==> config.mk <==
export PLATFORM = sky130hd
export DESIGN_NAME = asac_blend
export DESIGN_NICKNAME = d
export VERILOG_FILES = /design/src/rtl/asac_pkg.sv /design/src/rtl/asac_blend.sv
export SDC_FILE = /design/constraint.sdc
export NUM_CORES = 1
export LEC_CHECK = 0
export ABC_AREA = 1
export BUFFER_PORTS_ARGS = -buffer_cell sky130_fd_sc_hd__buf_2
export CORE_MARGIN = 5
export CORE_UTILIZATION = 45
export CTS_CLUSTER_DIAMETER = 120
export CTS_CLUSTER_SIZE = 10
export DETAILED_ROUTE_END_ITERATION = 10
export PLACE_DENSITY = 0.73
export SLEW_MARGIN = 20
export SYNTH_ARGS = -nofsm -noshare
export SYNTH_HDL_FRONTEND = slang
export SYNTH_SLANG_ARGS = --single-unit
==> constraint.sdc <==
create_clock -name clk -period 4.02 [get_ports clk]
set_input_delay 0.201 -clock clk [delete_from_list [all_inputs] [get_ports clk]]
set_output_delay 0.201 -clock clk [all_outputs]
set_load 0.005 [all_outputs]
==> src/rtl/asac_pkg.sv <==
// Shared constants, types and helpers for the affine sprite alpha compositor.
`default_nettype none
package asac_pkg;

	// Frame geometry and fixed-point format
	localparam int MAX_WIDTH     = 64;
	localparam int MAX_HEIGHT    = 64;
	localparam int FRACTION_BITS = 8;
	localparam int FRAME_DEPTH   = MAX_WIDTH * MAX_HEIGHT;
	localparam int ADDR_W        = $clog2(FRAME_DEPTH);

	// Field and register widths
	localparam int COORD_W  = 6;
	localparam int PIX_W    = 32;
	localparam int COEF_W   = 16;
	localparam int OFS_W    = 24;
	localparam int SIZE_W   = 7;
	localparam int CFG_W    = 24;
	localparam int CFG_IDX_W = 3;

	// Transform datapath widths
	localparam int PROD_W = COEF_W + COORD_W + 1;
	localparam int SUM_W  = ((PROD_W + 1 > OFS_W) ? PROD_W + 1 : OFS_W) + 2;
	localparam int T_W    = SUM_W - FRACTION_BITS;
	localparam int DIM_W  = 9;

	// Register reset values
	localparam logic [COEF_W-1:0] MATRIX_ONE = COEF_W'(1 << FRACTION_BITS);
	localparam logic [SIZE_W-1:0] SIZE_RESET = SIZE_W'(64);

	// Request codes
	localparam logic [1:0] REQ_LOAD = 2'd0;
	localparam logic [1:0] REQ_DRAW = 2'd1;
	localparam logic [1:0] REQ_READ = 2'd2;

	// Configuration register indexes
	localparam logic [CFG_IDX_W-1:0] CFG_MATRIX_XX     = 3'd0;
	localparam logic [CFG_IDX_W-1:0] CFG_MATRIX_XY     = 3'd1;
	localparam logic [CFG_IDX_W-1:0] CFG_MATRIX_YX     = 3'd2;
	localparam logic [CFG_IDX_W-1:0] CFG_MATRIX_YY     = 3'd3;
	localparam logic [CFG_IDX_W-1:0] CFG_OFFSET_X      = 3'd4;
	localparam logic [CFG_IDX_W-1:0] CFG_OFFSET_Y      = 3'd5;
	localparam logic [CFG_IDX_W-1:0] CFG_TARGET_WIDTH  = 3'd6;
	localparam logic [CFG_IDX_W-1:0] CFG_TARGET_HEIGHT = 3'd7;

	// Sequencer states
	typedef enum logic [2:0] {
		ST_IDLE,
		ST_EXEC,
		ST_MAP,
		ST_RDATA,
		ST_BLEND1,
		ST_BLEND2,
		ST_DONE
	} state_t;

	// Mapped draw location from the transform unit
	typedef struct packed {
		logic              hit;
		logic [ADDR_W-1:0] addr;
	} map_t;

	// floor(v / 255) for v <= 255*255
	function automatic logic [7:0] div255(input logic [15:0] v);
		logic [16:0] t;
		t = 17'(v) + 17'(v[15:8]) + 17'd1;
		return t[15:8];
	endfunction

endpackage
`default_nettype wire

==> src/rtl/asac_blend.sv <==
// Alpha blend of a sprite pixel over a stored pixel: product stage, then divide and sum.
`default_nettype none
module asac_blend
	import asac_pkg::*;
(
	input  wire logic             clk,
	input  wire logic             en,
	input  wire logic [PIX_W-1:0] dst,
	input  wire logic [PIX_W-1:0] src,
	output logic      [PIX_W-1:0] result
);

	logic [7:0]  a, da, a_inv, da_inv;
	logic [15:0] pd [3];
	logic [15:0] ps [3];
	logic [15:0] pd_s1 [3];
	logic [15:0] ps_s1 [3];
	logic [15:0] pa_s1;
	logic [7:0]  da_s1;

	assign a      = src[31:24];
	assign da     = dst[31:24];
	assign a_inv  = 8'd255 - a;
	assign da_inv = 8'd255 - da;

	// Per-channel products
	always_comb begin
		for (int c = 0; c < 3; c++) begin
			pd[c] = 16'(dst[c*8 +: 8]) * 16'(a_inv);
			ps[c] = 16'(src[c*8 +: 8]) * 16'(a);
		end
	end

	always_ff @(posedge clk) begin
		if (en) begin
			pd_s1 <= pd;
			ps_s1 <= ps;
			pa_s1 <= 16'(a) * 16'(da_inv);
			da_s1 <= da;
		end
	end

	// Divide by 255 and combine
	always_comb begin
		result[31:24] = da_s1 + div255(pa_s1);
		for (int c = 0; c < 3; c++) begin
			result[c*8 +: 8] = div255(pd_s1[c]) + div255(ps_s1[c]);
		end
	end

endmodule
`default_nettype wire

==> impl_metrics.json <==
{
  "nets": 3723,
  "crit_type": "in2reg",
  "root_buffer": "clkbuf_16",
  "fmax_mhz": 265,
  "worst_slew_margin_rel_pct": 36.3,
  "crit_path_top_delay_cell": "fa_1",
  "cp-start-kind": "input pin",
  "dr_total_vias": 18100,
  "ant_nets": 0,
  "cp_top_family": "adder cells",
  "tightest_slew_ns": 0.955,
  "placedCellCount": 3717,
  "drt_wl_total_um": 49100,
  "syn2layout_area_growth_pct": 14.2,
  "status": "completed",
  "initial_core_util_pct": 45.4,
  "hold-path-cell-count": 1,
  "antenna_found_initial": 12,
  "max_stage_delay_ns": 0.54,
  "min_to": "da_s1[2]$_DFFE_PP_",
  "netlist_area_um2": 22200,
  "coreArea_um2": 48800,
  "cp.required_ns": 4.20,
  "crit_chain": "buf_2 > buf_12 > nor2_1 > fa_1 > fa_1 > fa_1 > inv_1 > fa_1 > inv_1 > ha_1 > a21oi_1 > o21ai_0 > a21oi_1 > o21ai_1 > xor2_1",
  "routedWlPerCell_um": 13.1,
  "grt_max_degree": 69,
  "ys_top_cells_by_area": "fa_1 (23%), ha_1 (19%), edfxtp_1 (16%)",
  "finalWeightedCongestion": 0.881,
  "drc": 0,
  "cp_num_cells": 15,
  "peakVddDrop_mv": 0.336,
  "die-area_um2": 53800,
  "critPathArrivalTime_ns": 3.95,
  "yosys_warnings": 0,
  "firstDrtPassIters": 6,
  "final-setup-viol-count": 0,
  "die_width_um": 232,
  "grt.overflow.total": 0,
  "ys_seq_area_share_pct": 16.3,
  "dp.final_hpwl_um": 41600,
  "synth_nets": 3496,
  "crit_top_cell": "fa_1",
  "die_h_um": 232,
  "cts_tree": "yes",
  "groute.usage.overall_pct": 18.8,
  "pre_cts_ws_ns": -0.301,
  "cp-end-kind": "flip-flop",
  "synth.most_common_cell": "inv_1",
  "synth_edf_count": 120,
  "grt_pass1_vias": 18200,
  "netlist.area_leader.share_pct": 23.1,
  "io_pins": 98,
  "hp-start": "dst[26]",
  "drt_iter0_drc": 877,
  "avgSynthCellArea_um2": 7.79,
  "power-per-cell-area_nw_per_um2": 615,
  "min_path_type": "in2reg",
  "clock-sinks": 120,
  "cts_buffers": 17,
  "viasPerCell": 4.83,
  "p_total_mw": 15.6,
  "clock_path_buffers": 2,
  "async_reset_ff_share_pct": 0,
  "finalCriticalPeriod_ns": 3.77,
  "finalCoreUtilization_pct": 51.8,
  "synth_ff_type": "edfxtp_1",
  "setup_slack_ns": 0.250,
  "p_leak_nw": 14.6,
  "fin_crit_sh_pct": 93.8,
  "yosys.area.top_type": "fa_1",
  "rows": 81,
  "path_buf_inv": 4,
  "synthDistinctLibCells": 42,
  "ys_ff_latch": 120,
  "num-fill-cells": 4696,
  "stdcell_count": 3754,
  "drv_slew": 0,
  "max_cap_viol_count": 0,
  "io_buffers": 97,
  "drive_above_1_share_pct": 10.9,
  "synth_commonest_cells": "inv_1 (677), nand2_1 (593), ha_1 (329)",
  "grt_pass1_wl_um": 83700,
  "h-tree-depth": 4,
  "rsz0062_at_grt": "false",
  "crit_fanout": 14,
  "clkSlewWorstSetupHoldPaths_ns": 0.05,
  "syn_inst": 2845,
  "hold_viol": 0
}
==> stage by stage <==
stage / TNS [ns] / hold WS (ns) / area [um^2]
final: 0 / 0.110 / 25300
after global placement: -3.23 / 0.551 / 24700
after CTS: 0 / 0.0880 / 25300
after global routing: 0 / 0.0955 / 25300
after detailed placement: -5.58 / 0.556 / 24700
after floorplan: -0.000143 / 0.300 / 22200
==> flip-flops by register name, indices dropped and copies added (netlist names) <==
name and cells:
da_s1 8, pa_s1 16, pd_s1 48, ps_s1 48
==> placed cells by master (no fill, tap or decap), types with 6 or more instances in the layout <==
master	count
nor3_1	10
buf_4	173
nor2_1	308
o21ai_1	10
xor2_1	76
a21oi_1	154
o2111ai_1	11
a31oi_1	6
nand3_1	84
buf_12	11
clkbuf_16	17
nand4_1	12
inv_1	675
nand2_1	593
o21ai_0	31
xnor2_1	36
o21bai_1	7
ha_1	328
buf_2	95
nand2_2	6
edfxtp_1	120
fa_1	256
==> where the power goes <==
part,internal (mW),switching (mW),total (mW)
clock network,0.963,0.572,1.53
registers,2.16,0.428,2.59
logic,5.18,6.26,11.4
total,8.30,7.26,15.6
==> logic make-up (layout without fill, tap and decap cells) <==
family	Yosys count	in the layout	synth area share, %
buffers and inverters	752	992	12.9
DFF	120	120	16.3
AOI/OAI and AO/OA	247	247	6.22
other	0	5	0
and+or+nand+nor	1029	1029	18.5
adders and majority gates	585	585	41.7
xor gates and xnor gates	112	112	4.43
==> how the worst max path moves through the flow <==
stage	startpoint	end	slack (ns)
after global placement	src[26]	ps_s1[45]$_DFFE_PP_	-0.17
after global routing	src[29]	pd_s1[29]$_DFFE_PP_	0.006
after floorplan	src[29]	pd_s1[28]$_DFFE_PP_	-0.0001
after CTS	pd_s1[43]$_DFFE_PP_	result[6]	0.17
after detailed placement	src[26]	ps_s1[45]$_DFFE_PP_	-0.30
final	src[29]	pd_s1[28]$_DFFE_PP_	0.25
==> per-layer routing <==
metal  vias to the layer above  part of all wire (%)  track usage [%]  wire [um]
li1                       9184                     -                -          -
met1                      8484                    44             24.3      21600
met2                       381                    48             32.4      23700
met3                        84                   5.4             3.46       2670
met4                        14                   2.1             5.15       1040
met5                         -                  0.17                0         82
==> cell type report <==
type / instances / area (um^2) / area share [%]
Timing Repair Buffer: 280 / 2000 / 7.91
Inverter: 680 / 2550 / 10.1
Clock buffer: 18 / 429 / 1.70
Multi-Input combinational cell: 1973 / 15700 / 62.1
Sequential cell: 120 / 3600 / 14.2
Clock inverter: 14 / 156 / 0.618
Antenna cell: 5 / 12.5 / 0.0494
Tap cell: 664 / 831 / 3.28
==> what timing repair did <==
| action | 4_1_cts | 5_1_grt |
|---|---|---|
| gates resized for setup | 0 | 5 |
| setup endpoints to repair | 0 | 6 |
| hold buffers | 0 | 0 |
| buffers inserted | 0 | 0 |
No activity file was read; power rests on OpenSTA's default activity.
