[src/rtl/asac_pkg.sv]
// Shared constants, types and helpers for the affine sprite alpha compositor.
`default_nettype none
package asac_pkg;

	// Frame geometry and fixed-point format
	localparam int MAX_WIDTH     = 64;
	localparam int MAX_HEIGHT    = 64;
	localparam int FRACTION_BITS = 8;
	localparam int FRAME_DEPTH   = MAX_WIDTH * MAX_HEIGHT;
	localparam int ADDR_W        = $clog2(FRAME_DEPTH);

	// Field and register widths
	localparam int COORD_W  = 6;
	localparam int PIX_W    = 32;
	localparam int COEF_W   = 16;
	localparam int OFS_W    = 24;
	localparam int SIZE_W   = 7;
	localparam int CFG_W    = 24;
	localparam int CFG_IDX_W = 3;

	// Transform datapath widths
	localparam int PROD_W = COEF_W + COORD_W + 1;
	localparam int SUM_W  = ((PROD_W + 1 > OFS_W) ? PROD_W + 1 : OFS_W) + 2;
	localparam int T_W    = SUM_W - FRACTION_BITS;
	localparam int DIM_W  = 9;

	// Register reset values
	localparam logic [COEF_W-1:0] MATRIX_ONE = COEF_W'(1 << FRACTION_BITS);
	localparam logic [SIZE_W-1:0] SIZE_RESET = SIZE_W'(64);

	// Request codes
	localparam logic [1:0] REQ_LOAD = 2'd0;
	localparam logic [1:0] REQ_DRAW = 2'd1;
	localparam logic [1:0] REQ_READ = 2'd2;

	// Configuration register indexes
	localparam logic [CFG_IDX_W-1:0] CFG_MATRIX_XX     = 3'd0;
	localparam logic [CFG_IDX_W-1:0] CFG_MATRIX_XY     = 3'd1;
	localparam logic [CFG_IDX_W-1:0] CFG_MATRIX_YX     = 3'd2;
	localparam logic [CFG_IDX_W-1:0] CFG_MATRIX_YY     = 3'd3;
	localparam logic [CFG_IDX_W-1:0] CFG_OFFSET_X      = 3'd4;
	localparam logic [CFG_IDX_W-1:0] CFG_OFFSET_Y      = 3'd5;
	localparam logic [CFG_IDX_W-1:0] CFG_TARGET_WIDTH  = 3'd6;
	localparam logic [CFG_IDX_W-1:0] CFG_TARGET_HEIGHT = 3'd7;

	// Sequencer states
	typedef enum logic [2:0] {
		ST_IDLE,
		ST_EXEC,
		ST_MAP,
		ST_RDATA,
		ST_BLEND1,
		ST_BLEND2,
		ST_DONE
	} state_t;

	// Mapped draw location from the transform unit
	typedef struct packed {
		logic              hit;
		logic [ADDR_W-1:0] addr;
	} map_t;

	// floor(v / 255) for v <= 255*255
	function automatic logic [7:0] div255(input logic [15:0] v);
		logic [16:0] t;
		t = 17'(v) + 17'(v[15:8]) + 17'd1;
		return t[15:8];
	endfunction

endpackage
`default_nettype wire

[src/rtl/asac_xform.sv]
// Affine coordinate map with rounding and clipping against the target area.
`default_nettype none
module asac_xform
	import asac_pkg::*;
(
	input  wire logic               clk,
	input  wire logic               en,
	input  wire logic [COORD_W-1:0] sx,
	input  wire logic [COORD_W-1:0] sy,
	input  wire logic [COEF_W-1:0]  matrix_xx,
	input  wire logic [COEF_W-1:0]  matrix_xy,
	input  wire logic [COEF_W-1:0]  matrix_yx,
	input  wire logic [COEF_W-1:0]  matrix_yy,
	input  wire logic [OFS_W-1:0]   offset_x,
	input  wire logic [OFS_W-1:0]   offset_y,
	input  wire logic [SIZE_W-1:0]  target_width,
	input  wire logic [SIZE_W-1:0]  target_height,
	output map_t                    map
);

	logic signed [COORD_W:0]   sx_s, sy_s;
	logic signed [PROD_W-1:0]  p_xx, p_xy, p_yx, p_yy;
	logic signed [SUM_W-1:0]   sum_x, sum_y;
	logic signed [SUM_W-1:0]   sum_x_s1, sum_y_s1;
	logic signed [SUM_W-1:0]   rnd_x, rnd_y;
	logic signed [T_W-1:0]     tx, ty;
	logic [DIM_W-1:0]          w_lim, h_lim;
	logic [ADDR_W-1:0]         row_base;

	// Products and sums, registered
	assign sx_s = $signed({1'b0, sx});
	assign sy_s = $signed({1'b0, sy});
	assign p_xx = $signed(matrix_xx) * sx_s;
	assign p_yx = $signed(matrix_yx) * sy_s;
	assign p_xy = $signed(matrix_xy) * sx_s;
	assign p_yy = $signed(matrix_yy) * sy_s;
	assign sum_x = SUM_W'(p_xx) + SUM_W'(p_yx) + SUM_W'($signed(offset_x));
	assign sum_y = SUM_W'(p_xy) + SUM_W'(p_yy) + SUM_W'($signed(offset_y));

	always_ff @(posedge clk) begin
		if (en) begin
			sum_x_s1 <= sum_x;
			sum_y_s1 <= sum_y;
		end
	end

	// Round half up: add one half, then floor via arithmetic drop of fraction
	assign rnd_x = sum_x_s1 + SUM_W'(1 << (FRACTION_BITS - 1));
	assign rnd_y = sum_y_s1 + SUM_W'(1 << (FRACTION_BITS - 1));
	assign tx    = rnd_x[SUM_W-1:FRACTION_BITS];
	assign ty    = rnd_y[SUM_W-1:FRACTION_BITS];

	// Sizes above the physical frame act as the maximum
	assign w_lim = (DIM_W'(target_width) > DIM_W'(MAX_WIDTH)) ?
		DIM_W'(MAX_WIDTH) : DIM_W'(target_width);
	assign h_lim = (DIM_W'(target_height) > DIM_W'(MAX_HEIGHT)) ?
		DIM_W'(MAX_HEIGHT) : DIM_W'(target_height);

	assign row_base = ADDR_W'(ADDR_W'(ty) * ADDR_W'(MAX_WIDTH));

	assign map.hit  = !tx[T_W-1] && !ty[T_W-1] &&
		($unsigned(tx) < T_W'(w_lim)) && ($unsigned(ty) < T_W'(h_lim));
	assign map.addr = row_base + ADDR_W'(tx);

endmodule
`default_nettype wire

[config.mk]
export PLATFORM = sky130hd
export DESIGN_NAME = asac_xform
export DESIGN_NICKNAME = d
export VERILOG_FILES = /design/src/rtl/asac_pkg.sv /design/src/rtl/asac_xform.sv
export SDC_FILE = /design/constraint.sdc
export NUM_CORES = 1
export LEC_CHECK = 0
export ABC_AREA = 1
export BUFFER_PORTS_ARGS = -buffer_cell sky130_fd_sc_hd__buf_4
export CELL_PAD_IN_SITES_DETAIL_PLACEMENT = 1
export CELL_PAD_IN_SITES_GLOBAL_PLACEMENT = 1
export CORE_MARGIN = 5
export CORE_UTILIZATION = 50
export CTS_CLUSTER_SIZE = 10
export DETAILED_ROUTE_END_ITERATION = 8
export PLACE_DENSITY = 0.95
export SLEW_MARGIN = 0
export SYNTH_ARGS = -nofsm -noshare
export SYNTH_HDL_FRONTEND = slang
export SYNTH_SLANG_ARGS = --single-unit
[constraint.sdc]
create_clock -name clk -period 8.3 [get_ports clk]
set_input_delay 0.415 -clock clk [delete_from_list [all_inputs] [get_ports clk]]
set_output_delay 0.415 -clock clk [all_outputs]
set_load 0.005 [all_outputs]
==> results of run 1 <==
[cells in the mapped netlist (7+ instances only)]
library cell	number
a21o_1	7
a21oi_1	54
clkbuf_1	36
edfxtp_1	36
fa_1	417
ha_1	171
inv_1	811
nand2_1	602
nand3_1	54
nand4_1	13
nor2_1	97
nor3_1	12
o21ai_0	26
o21bai_1	11
xnor2_1	22
xor2_1	41
[kinds of logic (layout without fill, tap and decap cells)]
group / after synthesis / after routing / synth area share [%]
simple gates: 800 / 800 / 16.7
fa+ha+maj: 588 / 588 / 54.8
other cells: 0 / 1 / 0
compound gates: 110 / 110 / 3.27
flops: 36 / 36 / 5.65
xor+xnor: 64 / 64 / 2.97
buf+inv: 849 / 971 / 16.7
[registers in the layout, indices dropped and copies added (netlist names)]
register	flops
sum_y_s1	18
sum_x_s1	18
[path summary, 6_finish.rpt]
check	start	to	slack, ns	depth (start not counted)
worst max-delay path	sx[0]	sum_y_s1[19]	2.11	19
worst min-delay path	en	sum_x_s1[24]	0.64	1
[through the flow]
stage                     cells  hold slack (ns)  area [sq um]  util [%]
after floorplan            2447            0.527         19100         -
after global placement     3073            0.922         20800      55.1
after detailed placement   3073            0.938         20800      55.1
after CTS                  3080            0.644         20900      55.4
after global routing       3080            0.662         20900      55.4
final                      3081            0.642         20900      55.4
[layer usage]
layer  wire (um)  vias to the layer above  track usage [%]
met3        3100                      210             3.26
met4        3820                        2             15.6
met5          11                        -                0
met2       31900                      541             54.6
li1            -                     7177                -
met1       23600                     8150             35.5
[final cells by class]
class,instances,area [sq um],share of cell area (%)
diodes,1,2.50,0.0120
multi-input cells,1562,14900,71.1
clock inverters,2,7.51,0.0359
well taps,511,639,3.06
flip-flops and latches,36,1080,5.17
clock buffers,5,125,0.598
inverters,812,3050,14.6
repair buffers,152,1140,5.45
[critical path: stages]
cell and delay (ns):
buf_4 0.42, nand2_1 0.44, fa_1 0.65, fa_1 0.60, inv_1 0.07, fa_1 0.51
fa_1 0.56, fa_1 0.51, inv_1 0.05, fa_1 0.47, inv_1 0.04, ha_1 0.35
nand2_1 0.15, nor2_1 0.27, inv_1 0.08, nor2_1 0.15, nand3_1 0.08, o211ai_1 0.26
xor2_1 0.12
==> impl_metrics.yaml, run 1 <==
outcome:
  run_status: "finished, final reports clean"
setup_path:
  crit_required_ns: 8.33
  cp-end-kind: "register"
  crit_path_start_kind: "input pin"
  arrival_ns: 6.22
  crit_fanout: 32
  crit_type: "in2reg"
clock_tree:
  post_cts_resized: 0
  clkTransAtPathRegs_ns: 0.06
  root_buffer: "clkbuf_16"
  cts_tree: "done"
  post-cts-setup-buffers: 0
  cts.hold.buffers_added: 0
  clock_sinks: 36
  ctsHtreeMaxLevel: 2
  cts_buffer_depth: 2
  numCtsBuffers: 5
synthesis:
  synth_top_area_share_pct: 43.6
  ys_types: 36
  ys_ff_latch: 36
  synth_fp_nets: 3175
  synthArstFlopShare_pct: 0
  ys_warn_count: 0
  synthCells: 2447
  netlist_area_sq_mm: 0.0191
  ys_seq_area_share_pct: 5.65
  synth-edff-count: 36
  syn-mean-instance-area_sq_um: 7.83
  synth_top_cell_by_area: "fa_1"
  ys_top_cells_by_area: "fa_1 44%, inv_1 16%, nand2_1 12%"
  synth_flop_cell: "edfxtp_1"
final_layout:
  drive_above_1_share_pct: 6.70
  final_nets: 3297
  syn_to_final_growth_pct: 9.26
  num-fill-cells: 4733
  final_common_cell: "inv_1"
  mostFrequentLayoutCells: "811 x inv_1, 602 x nand2_1, 417 x fa_1"
placed_design:
  place_congestion: 0.975
  io_buffers: 152
  hpwl_um: 54400
  pre_cts_slack_ns: 1.89
detailed_routing:
  drt-initial-drc-count: 720
  drt-pass1-iter-count: 5
  avgViaCountPerCell: 5.22
  routedWlPerCell_um: 20.3
  finalWirelength_um: 62400
  remaining_drc_errors: 0
  vias: 16100
  drt.antenna.violating_nets: 0
sta:
  setup_viol: 0
  fin_crit_sh_pct: 74.6
  rsz0062_at_grt: "false"
  fin_setup_tns_ns: 0
  max_slew_margin_pct: 63.8
  final_max_slew_viol_count: 0
  max_freq_ghz: 0.162
  fin_ws_ns: 2.11
  final.min_clock_period_ns: 6.19
  worstMarginPinSlew_ns: 0.542
  hold_violations: 0
grt:
  grt_usage_pct: 30.3
  grt_max_degree: 37
  antenna_found_initial: 1
  grt_pass1_wl_um: 98700
  grt_pass1_vias: 19100
  grt_overflow: 0
floorplan:
  die_h_um: 206
  start_util_pct: 50.7
  die_area_sq_mm: 0.0423
  io_pins: 153
  rows: 71
  die_x_um: 206
  coreArea_sq_mm: 0.0378
flow_run:
  max_cap_viol_count: 0
worst_hold_path:
  hold_path_class: "in2reg"
Power of run 1 is left out: the tool's default activity adds up to more than one toggle a clock period on the data nets, which glitch-free logic cannot reach.
==> run 2: changes to the inputs <==
--- a/config.mk
+++ b/config.mk
@@ -5,15 +5,15 @@
 export SDC_FILE = /design/constraint.sdc
 export NUM_CORES = 1
 export LEC_CHECK = 0
-export ABC_AREA = 1
+export ABC_AREA = 0
 export BUFFER_PORTS_ARGS = -buffer_cell sky130_fd_sc_hd__buf_4
 export CELL_PAD_IN_SITES_DETAIL_PLACEMENT = 1
 export CELL_PAD_IN_SITES_GLOBAL_PLACEMENT = 1
 export CORE_MARGIN = 5
-export CORE_UTILIZATION = 50
+export CORE_UTILIZATION = 45
 export CTS_CLUSTER_SIZE = 10
 export DETAILED_ROUTE_END_ITERATION = 8
-export PLACE_DENSITY = 0.95
+export PLACE_DENSITY = 0.89
 export SLEW_MARGIN = 0
 export SYNTH_ARGS = -nofsm -noshare
 export SYNTH_HDL_FRONTEND = slang
==> constraint.sdc (replaced) <==
create_clock -name clk -period 5.2 [get_ports clk]
set_input_delay 0.26 -clock clk [delete_from_list [all_inputs] [get_ports clk]]
set_output_delay 0.26 -clock clk [all_outputs]
set_load 0.005 [all_outputs]
==> impl_metrics.yaml, run 2 <==
flow_run:
  max_cap_viol_count: 0
synthesis:
  ys_warn_count: 0
  yosys-top-cells-count: "418 x inv_1, 417 x fa_1, 329 x and2_1, 171 x ha_1, 88 x nand2_1"
  netlist_area_sq_mm: 0.0176
  synthCells: 1779
  synth_flop_cell: "edfxtp_1"
  synth.most_common_cell: "inv_1"
  ys_seq_area_share_pct: 6.14
  synth_top_area_share_pct: 47.4
  ys_types: 54
  synth_fp_nets: 2507
  synthArstFlopShare_pct: 0
  ys_ff_latch: 36
  synth-edff-count: 36
  synth_top_cell_by_area: "fa_1"
  syn-mean-instance-area_sq_um: 9.90
  ys_top_cells_by_area: "fa_1 47%, ha_1 12%, and2_1 12%"
grt:
  grt_max_degree: 37
  grt_overflow: 0
  grt_pass1_vias: 17300
  antenna_found_initial: 2
  grt_pass1_wl_um: 95000
  grt_usage_pct: 28.2
sta:
  rsz0062_at_grt: "true"
  fin_setup_tns_ns: -12.31
  worstMarginPinSlew_ns: 0.727
  final.min_clock_period_ns: 5.81
  setup_viol: 29
  hold_violations: 0
  holdWs_ns: 0.461
  fin_crit_sh_pct: 112
  final_max_slew_viol_count: 0
  fin_ws_ns: -0.607
  max_slew_margin_pct: 51.2
  max_freq_ghz: 0.172
outcome:
  run_status: "finished, violations left"
  violations: "setup timing"
setup_path:
  cp_cell_sequence: "buf_16, buf_12, and2_4, fa_1, inv_2, fa_1, inv_1, fa_1, fa_1, fa_1, fa_1, ha_4, o211ai_1, a211oi_2, a221oi_2, buf_4, buf_12, nand3_4, nand3_4, or4b_4, o311ai_4"
  path_common_cell: "fa_1"
  crit_fanout: 6
  crit_family: "adder cells"
  crit_path_start_kind: "input pin"
  cp-end-kind: "register"
  critPathSlowestCell: "fa_1"
  max_stage_delay_ns: 0.59
  crit_required_ns: 5.33
  crit_type: "in2reg"
  arrival_ns: 5.93
  path_buf_inv: 6
clock_tree:
  cts_buffer_depth: 2
  cts.hold.buffers_added: 0
  cts_tree: "done"
  clkTransAtPathRegs_ns: 0.06
  ctsHtreeMaxLevel: 2
  clock_sinks: 36
  numCtsBuffers: 5
  root_buffer: "clkbuf_16"
detailed_routing:
  remaining_drc_errors: 0
  finalWirelength_um: 64000
  drt.antenna.violating_nets: 0
  vias: 14300
  avgViaCountPerCell: 5.47
  drt-initial-drc-count: 763
  drt-pass1-iter-count: 5
  routedWlPerCell_um: 24.5
final_layout:
  num_antenna_cells: 0
  mostFrequentLayoutCells: "410 x fa_1, 400 x inv_1, 318 x buf_4"
  final_nets: 2821
  num-fill-cells: 4238
  multi_input_area_sq_mm: 0.0154
  drive_above_1_share_pct: 22.7
  syn_to_final_growth_pct: 23.3
  reg_top3: "sum_x_s1 (18), sum_y_s1 (18)"
  final_common_cell: "fa_1"
  layout.area.seq_sq_mm: 0.00108
floorplan:
  rows: 72
  die_h_um: 208
  io_pins: 153
  die_x_um: 208
  start_util_pct: 45.6
  coreArea_sq_mm: 0.0386
  die_area_sq_mm: 0.0432
placed_design:
  hpwl_um: 50600
  io_buffers: 152
  pre_cts_slack_ns: -1.05
  place_congestion: 0.894
worst_hold_path:
  hold_path_class: "in2reg"
==> run 2: metal layers <==
| layer | global-route usage (%) | wire, um | up-vias |
|---|---|---|---|
| li1 | - | - | 5967 |
| met1 | 31.2 | 22500 | 7399 |
| met2 | 51.8 | 33300 | 613 |
| met3 | 3.51 | 2860 | 291 |
| met4 | 16.8 | 5280 | 4 |
| met5 | 0 | 34 | - |
==> run 2: what timing repair did <==
item                                    4_1_cts  5_1_grt
endpoints found under the setup margin       30       31
gates cloned                                  1        1
resized for setup                            62       84
pin swaps                                    28       62
buffers inserted                             13       15
==> run 2: cell families (layout without fill, tap and decap cells) <==
group | Yosys count | after routing | synth area share, %
compound gates | 107 | 107 | 4.20
xor+xnor | 71 | 71 | 3.53
fa+ha+maj | 588 | 588 | 59.6
buf+inv | 456 | 770 | 9.76
flops | 36 | 36 | 6.14
mux | 3 | 3 | 0.178
simple gates | 518 | 518 | 16.6
==> run 2: cell type report <==
cell class              instances  area share [%]
repair buffers                345            13.1
flip-flops and latches         36            4.98
well taps                     518            2.99
clock buffers                   5           0.576
multi-input cells            1287            71.1
inverters                     418            7.23
clock inverters                 2          0.0346
==> run 2: through the flow <==
step | instance area [sq um] | instances | utilization [%]
2_1_floorplan | 17800 | 1779 | -
3_3_place_gp | 20700 | 2580 | 53.6
3_5_place_dp | 20700 | 2580 | 53.6
4_1_cts | 21300 | 2601 | 55.0
5_1_grt | 21700 | 2611 | 56.2
6_report | 21700 | 2611 | 56.2
==> run 2: path summary, 6_finish.rpt <==
| check | startpoint | slack (ns) | depth (start not counted) | to |
|---|---|---|---|---|
| max | sx[1] | -0.61 | 21 | sum_y_s1[23] |
| min | en | 0.46 | 1 | sum_x_s1[7] |
Power of run 2 is left out for the same reason.
==> run 3: changes to the inputs <==
--- a/config.mk
+++ b/config.mk
@@ -10,10 +10,10 @@
 export CELL_PAD_IN_SITES_DETAIL_PLACEMENT = 1
 export CELL_PAD_IN_SITES_GLOBAL_PLACEMENT = 1
 export CORE_MARGIN = 5
-export CORE_UTILIZATION = 45
+export CORE_UTILIZATION = 50
 export CTS_CLUSTER_SIZE = 10
 export DETAILED_ROUTE_END_ITERATION = 8
-export PLACE_DENSITY = 0.89
+export PLACE_DENSITY = 0.93
 export SLEW_MARGIN = 0
 export SYNTH_ARGS = -nofsm -noshare
 export SYNTH_HDL_FRONTEND = slang
==> constraint.sdc (replaced) <==
create_clock -name clk -period 5.75 [get_ports clk]
set_input_delay 0.2875 -clock clk [delete_from_list [all_inputs] [get_ports clk]]
set_output_delay 0.2875 -clock clk [all_outputs]
set_load 0.005 [all_outputs]
==> impl_metrics.yaml, run 3 (synthesis gave the netlist of run 2 again) <==
detailed_routing:
  drt.antenna.violating_nets: 0
  remaining_drc_errors: 0
  drt-initial-drc-count: 1465
  drt-pass1-iter-count: 6
  avgViaCountPerCell: 6.13
  routedWlPerCell_um: 30.5
  vias: 15200
  finalWirelength_um: 75700
outcome:
  run_status: "finished, violations left"
  violations: "setup timing"
sta:
  final_max_slew_viol_count: 0
  setup_viol: 29
  fin_ws_ns: -0.495
  hold_violations: 0
  max_freq_ghz: 0.160
  worstMarginPinSlew_ns: 0.897
  max_slew_margin_pct: 39.9
  final.min_clock_period_ns: 6.25
  rsz0062_at_grt: "true"
  fin_crit_sh_pct: 109
setup_path:
  max_stage_delay_ns: 0.68
  crit_type: "in2reg"
  critPathSlowestCell: "fa_2"
  crit_path_start_kind: "input pin"
  path_common_cell: "fa_1"
  path_buf_inv: 4
  cp_cell_sequence: "buf_4, buf_6, and2_1, fa_1, fa_1, fa_1, fa_2, fa_1, fa_1, ha_4, a2111o_1, o32a_1, buf_4, buf_6, a31oi_4, o311ai_4, a31oi_1, xnor2_1"
  cp-end-kind: "register"
  crit_fanout: 15
  crit_required_ns: 5.80
  crit_family: "adder cells"
  arrival_ns: 6.30
placed_design:
  pre_cts_slack_ns: -1.09
  place_congestion: 0.906
  hpwl_um: 51400
  io_buffers: 152
floorplan:
  die_h_um: 198
  die_x_um: 198
  rows: 68
  die_area_sq_mm: 0.0391
  coreArea_sq_mm: 0.0346
  start_util_pct: 50.9
  io_pins: 153
grt:
  grt_overflow: 0
  grt_usage_pct: 33.5
  antenna_found_initial: 3
  grt_max_degree: 37
  grt_pass1_vias: 17400
  grt_pass1_wl_um: 99000
clock_tree:
  numCtsBuffers: 5
  cts_buffer_depth: 2
  ctsHtreeMaxLevel: 2
  clkTransAtPathRegs_ns: 0.06
  clock_sinks: 36
  root_buffer: "clkbuf_16"
  cts.hold.buffers_added: 0
  cts_tree: "done"
final_layout:
  reg_top3: "sum_x_s1 (18), sum_y_s1 (18)"
  syn_to_final_growth_pct: 18.4
  final_nets: 2751
  final_common_cell: "inv_1"
  mostFrequentLayoutCells: "413 x inv_1, 403 x fa_1, 322 x and2_1"
  drive_above_1_share_pct: 17.9
flow_run:
  max_cap_viol_count: 0
worst_hold_path:
  hold_path_class: "in2reg"
## run 3: changes by cell type in the layout (fill, tap and decap cells not counted), sizes merged
| cell | change |
|---|---|
| buf | -71 |
| clkbuf | +1 |
| diode | +1 |
## run 3: final cells by class
type | count | area, sq um
diodes | 1 | 2.50
inverters | 418 | 1570
repair buffers | 275 | 2260
clock buffers | 5 | 125
clock inverters | 2 | 7.51
multi-input cells | 1287 | 15200
well taps | 455 | 569
flip-flops and latches | 36 | 1080
fillers | 3793 | 13800
## run 3: timing repair
action,CTS,global route
buffers inserted,8,15
setup endpoints to repair,26,26
cloned,1,2
resized for setup,46,73
pin swaps,16,38
## run 3: final timing paths
path / startpoint / endpoint / slack, ns / cells past startpoint
setup / recovery: sy[3] / sum_x_s1[22] / -0.50 / 18
hold / removal: en / sum_x_s1[13] / 0.51 / 1
## run 3: per-stage QoR
| stage | setup TNS, ns | hold slack, ns | instances | utilization, % | area, sq um |
|---|---|---|---|---|---|
| after CTS | -0.107 | 0.495 | 2462 | 58.7 | 20300 |
| final | -9.61 | 0.510 | 2479 | 60.2 | 20900 |
| after detailed placement | -18.93 | 0.806 | 2446 | 57.6 | 19900 |
| after global routing | -9.31 | 0.502 | 2478 | 60.2 | 20900 |
| after floorplan | 0 | 0.400 | 1779 | - | 17600 |
| after global placement | -5.45 | 0.794 | 2446 | 57.6 | 19900 |
## run 3: layer usage
layer | vias to the layer above | global-route usage (%) | wire [um] | share of wire [%]
met3 | 574 | 5.78 | 7630 | 10
met4 | 2 | 23.2 | 8940 | 12
met1 | 7652 | 36.1 | 23800 | 31
li1 | 5835 | - | - | -
met2 | 1143 | 59.7 | 35400 | 47
met5 | - | 0 | 46 | 0.061
Power of run 3 is left out for the same reason.
